## config.mk

```make
export PLATFORM = sky130hd
export DESIGN_NAME = prbd_slot_table
export DESIGN_NICKNAME = d
export VERILOG_FILES = /design/src/hdl/prbd_pkg.sv /design/src/hdl/prbd_slot_table.sv
export SDC_FILE = /design/constraint.sdc
export NUM_CORES = 1
export LEC_CHECK = 0
export BUFFER_PORTS_ARGS = -buffer_cell sky130_fd_sc_hd__buf_2
export CORE_MARGIN = 3
export CORE_UTILIZATION = 64
export CTS_CLUSTER_SIZE = 24
export DETAILED_ROUTE_END_ITERATION = 16
export PLACE_DENSITY = 0.85
export SLEW_MARGIN = 30
export SYNTH_ARGS = -nofsm -noshare
export SYNTH_HDL_FRONTEND = slang
export SYNTH_SLANG_ARGS = --single-unit
```

## constraint.sdc

```tcl
create_clock -name clk -period 7.2 [get_ports clk]
set_clock_uncertainty 0.15 [all_clocks]
set_input_delay 2.16 -clock clk [delete_from_list [all_inputs] [get_ports clk]]
set_output_delay 2.16 -clock clk [all_outputs]
set_load 0.01 [all_outputs]
```

## src/hdl/prbd_pkg.sv

```systemverilog
`default_nettype none

package prbd_pkg;

  typedef enum logic [1:0] {
    MODE_WRITE  = 2'd0,
    MODE_COMMIT = 2'd1,
    MODE_READ   = 2'd2,
    MODE_EMPTY  = 2'd3
  } mode_t;

  typedef struct packed {
    mode_t       mode;
    logic [11:0] offset;
    logic [7:0]  data_byte;
    logic [12:0] count;
  } prbd_req_t;

  typedef struct packed {
    logic [7:0] read_data;
    logic       read_valid;
    logic       overflow;
    logic [2:0] fill_slot;
  } prbd_res_t;

  // slot table port controls
  typedef struct packed {
    logic rd;
    logic wr;
    logic clear;
  } tbl_ctl_t;

endpackage

`default_nettype wire

```

## src/hdl/prbd_slot_table.sv

```systemverilog
`default_nettype none

module prbd_slot_table
  import prbd_pkg::*;
#(
  parameter int SLOTS = 8,
  parameter int LW    = 13,
  parameter int PW    = 12
) (
  input  wire logic                       clk,
  input  wire logic                       rst,
  input  wire tbl_ctl_t                   ctl,
  input  wire logic [$clog2(SLOTS)-1:0]   rd_slot,
  input  wire logic [$clog2(SLOTS)-1:0]   wr_slot,
  input  wire logic [LW-1:0]              wr_len,
  input  wire logic [PW-1:0]              wr_pos,
  output logic      [LW-1:0]              rd_len,
  output logic      [PW-1:0]              rd_pos
);

  logic [LW+PW-1:0] mem [SLOTS];
  logic [LW+PW-1:0] rd_q;
  logic [SLOTS-1:0] valid;
  logic             rd_valid;

  always_ff @(posedge clk) begin
    if (ctl.wr) begin
      mem[wr_slot] <= {wr_len, wr_pos};
    end
    if (ctl.rd) begin
      rd_q <= mem[rd_slot];
    end
  end

  // an entry that is not valid reads as an empty slot
  always_ff @(posedge clk) begin
    if (rst) begin
      valid    <= '0;
      rd_valid <= 1'b0;
    end else begin
      if (ctl.clear) begin
        valid <= '0;
      end else if (ctl.wr) begin
        valid[wr_slot] <= 1'b1;
      end
      if (ctl.rd) begin
        rd_valid <= valid[rd_slot];
      end
    end
  end

  assign rd_len = rd_valid ? rd_q[LW+PW-1:PW] : '0;
  assign rd_pos = rd_valid ? rd_q[PW-1:0] : '0;

endmodule

`default_nettype wire

```

# Word-level counts from Yosys, hierarchy flattened
# Memory sizes are Yosys's and may differ from the RTL's. A register that Yosys moved wholly into a read port is not among the register bits.
# Index checks and enable logic that the tools add are counted.
# totals
memories	1
ram_bits	200
wordCells	17
regBits	9
output_inout_bits	25
in_bits	36
# memory_table
memory	words	word_bits	rd	rd_ports_with_merged_regs	wr	line_no	source
mem	8	25	1	1	1	prbd_slot_table.sv:21	logic [LW+PW-1:0] mem [SLOTS];
# op_classes
bitwise_logic	1
order_cmp	3
muxes	8
n_reduce_logical	2
# ops
cell	n
two-way mux 13 bit	1
two-way mux 12 bit	1
less-than comparator 3 x 4 -> 1 bit (second input constant)	2
bitwise OR 8 bit	1
two-way mux 1 bit	4
binary-select mux 1 bit (select 3 bit)	1
demux 1 bit (select 3 bit)	1
greater-or-equal comparator 3 x 1 -> 1 bit (second input constant)	1
OR reduction 2 bit	1
logical AND 1 bit	1

# Depth between registers and ports, before layout
# depth
depth_word	5
ltp_mapped	4
mapped_depth_nobuf	3

# Worst setup path before layout
# Ideal clock, no wire load.
# synth_timing
path_type	input-to-reg
start	input wr_slot[2]
end	memory mem[0][0] (netlist name) (enable)
t_required_ns	6.609
path_stages	2
t_arrival_ns	4.127
setup_time_ns	0.441
slack_ns	2.482
path_buffers	0
path_cell_list	nand2b_1 nor3_1
# synth_lines
element	line_no	source
from (decl)	prbd_slot_table.sv:14	input wire logic [$clog2(SLOTS)-1:0] wr_slot,
to (decl)	prbd_slot_table.sv:21	
# Straight into the memory's write port.

==> results.py <==
metrics = {
    "route": {
        "topRoutingLayerUsed": "met5",
        "wl_per_cell_um": 24.4,
        "drt_iter0_drc": 313,
        "route.met3.wl_um": 1330,
        "totalWireLength_um": 15900,
        "drtPass1Iterations": 4,
        "vias": 4007,
        "ant_nets": 0,
        "post_drt_via_cell_ratio": 6.16,
        "drc": 0,
        "m1WireLength_um": 6060,
        "met2RoutedLength_um": 8220,
    },
    "worst_setup_path": {
        "path_class": "in -> reg",
        "end_kind": "flop",
        "cp_top_family": "multiplexers",
        "slowest_stage": "mux4_1",
        "cp.buffers_inverters": 2,
        "cp_slowest_stage_delay_ns": 0.67,
        "cp-start-kind": "input pin",
        "cp_data_arrival_time_ns": 4.08,
        "reg2reg_slack_ns": 5.56,
        "crit_chain": "buf_2, buf_4, mux4_1, mux2_2",
        "cp.required_ns": 7.28,
        "worstPathMaxFanout": 42,
    },
    "sta": {
        "relSlewSlack": 0.473,
        "slew_viol_final": 0,
        "worst_slew_pin_slew_ns": 0.790,
        "timing.final.crit_share": 0.556,
        "fin_ws_ns": 3.20,
        "rsz0062_at_grt": "no",
        "finalHoldViolCount": 0,
        "setup_viol": 0,
        "timing.final.crit_period_ns": 4.00,
        "timing.hold.ws_ns": 0.330,
        "fin_setup_tns_ns": 0,
        "max_clock_freq_mhz": 250,
    },
    "outcome": {
        "outcome": "finished clean",
    },
    "placement": {
        "dp_slack_ns": 2.69,
        "place_area_mm2": 0.00950,
        "place_hpwl_um": 8510,
        "dp.cells": 608,
        "gp_congestion": 0.699,
        "io_buffer_count": 60,
    },
    "yosys": {
        "yosys_register_bits": 234,
        "synth_cells": 380,
        "yosysUniqueCellTypes": 15,
        "syn-num-nets": 416,
        "ys_seq_area_frac": 0.771,
        "syn_avg_cell_area_um2": 23.7,
        "synth_area_mm2": 0.00899,
        "yosys_warnings": 0,
    },
    "grt": {
        "grt.total_usage": 0.208,
        "grt_first_pass_wirelength_um": 24500,
        "grt-ovfl-total": 0,
        "first_global_vias": 4227,
        "antenna_found_initial": 2,
        "grt_max_degree": 52,
    },
    "floorplan": {
        "die_w_um": 125,
        "rows": 42,
        "initial_core_util": 0.666,
        "dieArea_mm2": 0.0155,
        "io_pins": 61,
        "chipHeight_um": 125,
        "core_region_area_mm2": 0.0135,
    },
    "job": {
        "maxCapViolCount": 0,
    },
    "layout": {
        "nFillCells": 690,
        "regArea_mm2": 0.00694,
        "nets": 493,
        "syn2layout_area_growth_pct": 14.0,
        "finalNonFillerCells": 650,
        "multi_input_area_mm2": 0.00197,
        "drive_gt1_frac": 0.283,
        "final_area_mm2": 0.0102,
        "fin_util": 0.759,
    },
    "cts": {
        "post_cts_buffers": 0,
        "cts.clk_slew.worst_paths_ns": 0.06,
        "cts_hold_buf": 0,
        "clock_latency_ns": 0.48,
        "tritoncts": "built",
        "cts-root-buf": "clkbuf_16",
        "clock_sinks": 234,
        "htreeDepth": 1,
        "cts_buffer_depth": 3,
        "cts_resized": 0,
        "cts_buffers": 23,
    },
    "power_and_ir_drop": {
        "p_leak_nw": 3.59,
        "p_per_area_mw_per_mm2": 279,
        "power_mw": 2.86,
        "irDropWorstVdd_mv": 0.238,
    },
    "min_path": {
        "holdCritPathClass": "reg -> reg",
    },
}
-- path summary, 6_finish.rpt --
path	cells past startpoint	end	start
max	4	rd_q[0]$_DFFE_PP_	rd_slot[0]
min	1	valid[0]$_SDFFE_PP0P_	valid[0]$_SDFFE_PP0P_
max reg2reg	2	rd_q[0]$_DFFE_PP_	mem[1][0]$_DFFE_PP_
min reg2reg	1	valid[0]$_SDFFE_PP0P_	valid[0]$_SDFFE_PP0P_
-- per-layer routing --
layer,global-route usage,vias to the layer above
met2,0.359,166
met4,0.0567,2
met1,0.277,2044
met3,0.0412,21
li1,-,1774
met5,0,-
-- cell usage in the layout, fill, tap and decap left out, types with 3 or more instances in the layout --
cell / n
mux4_1: 50
dfxtp_1: 8
mux2i_1: 4
and2_1: 25
o21a_1: 8
clkbuf_1: 5
buf_2: 59
edfxtp_1: 225
bufinv_16: 3
clkbuf_16: 23
buf_4: 10
nor2_2: 6
nand2b_1: 3
mux2_2: 25
clkinv_1: 6
-- cell usage after synthesis --
master / number / area share
a211oi_1: 1 / 0.00084
and2_1: 25 / 0.017
buf_6: 6 / 0.0075
clkbuf_1: 11 / 0.0046
dfxtp_1: 9 / 0.020
edfxtp_1: 225 / 0.75
mux2_2: 25 / 0.031
mux2i_1: 4 / 0.0045
mux4_1: 50 / 0.15
mux4_2: 1 / 0.0025
nand2_1: 2 / 0.00084
nand2b_1: 3 / 0.0021
nor2_1: 8 / 0.0033
nor3_1: 2 / 0.0011
o21a_1: 8 / 0.0067
-- cells by family (layout without fill, tap and decap cells) --
kind of cell,count (synthesis),count (layout),synth area share
DFF,234,234,0.771
and+or+nand+nor,40,40,0.0248
other,0,1,0
buffers and inverters,17,110,0.0121
AOI/OAI and AO/OA,9,9,0.00751
muxes,80,80,0.184
-- sequential cells by signal, summed over array words and instances, names as in the netlist --
| register | flops |
|---|---|
| mem | 200 |
| rd_q | 25 |
| rd_valid | 1 |
| valid | 8 |
-- power breakdown --
part           switching, mW  internal (mW)
sequential            0.0142           1.55
combinational         0.0693         0.0614
clock                  0.453          0.712
-- final cells by class --
cell class,count,share of cell area
clock buffer,30,0.0607
antenna,1,0.000244
clock inverter,11,0.0120
timing repair buffer,69,0.0361
tap,176,0.0215
sequential,234,0.677
multi-input combinational,129,0.193
-- worst reg2reg max path, delay by kind of cell, from the launching register on --
kind / cells / cell delay, ns
muxes: 2 / 0.84
DFF: 1 / 0.40
Power figures use the tool's default switching activity.
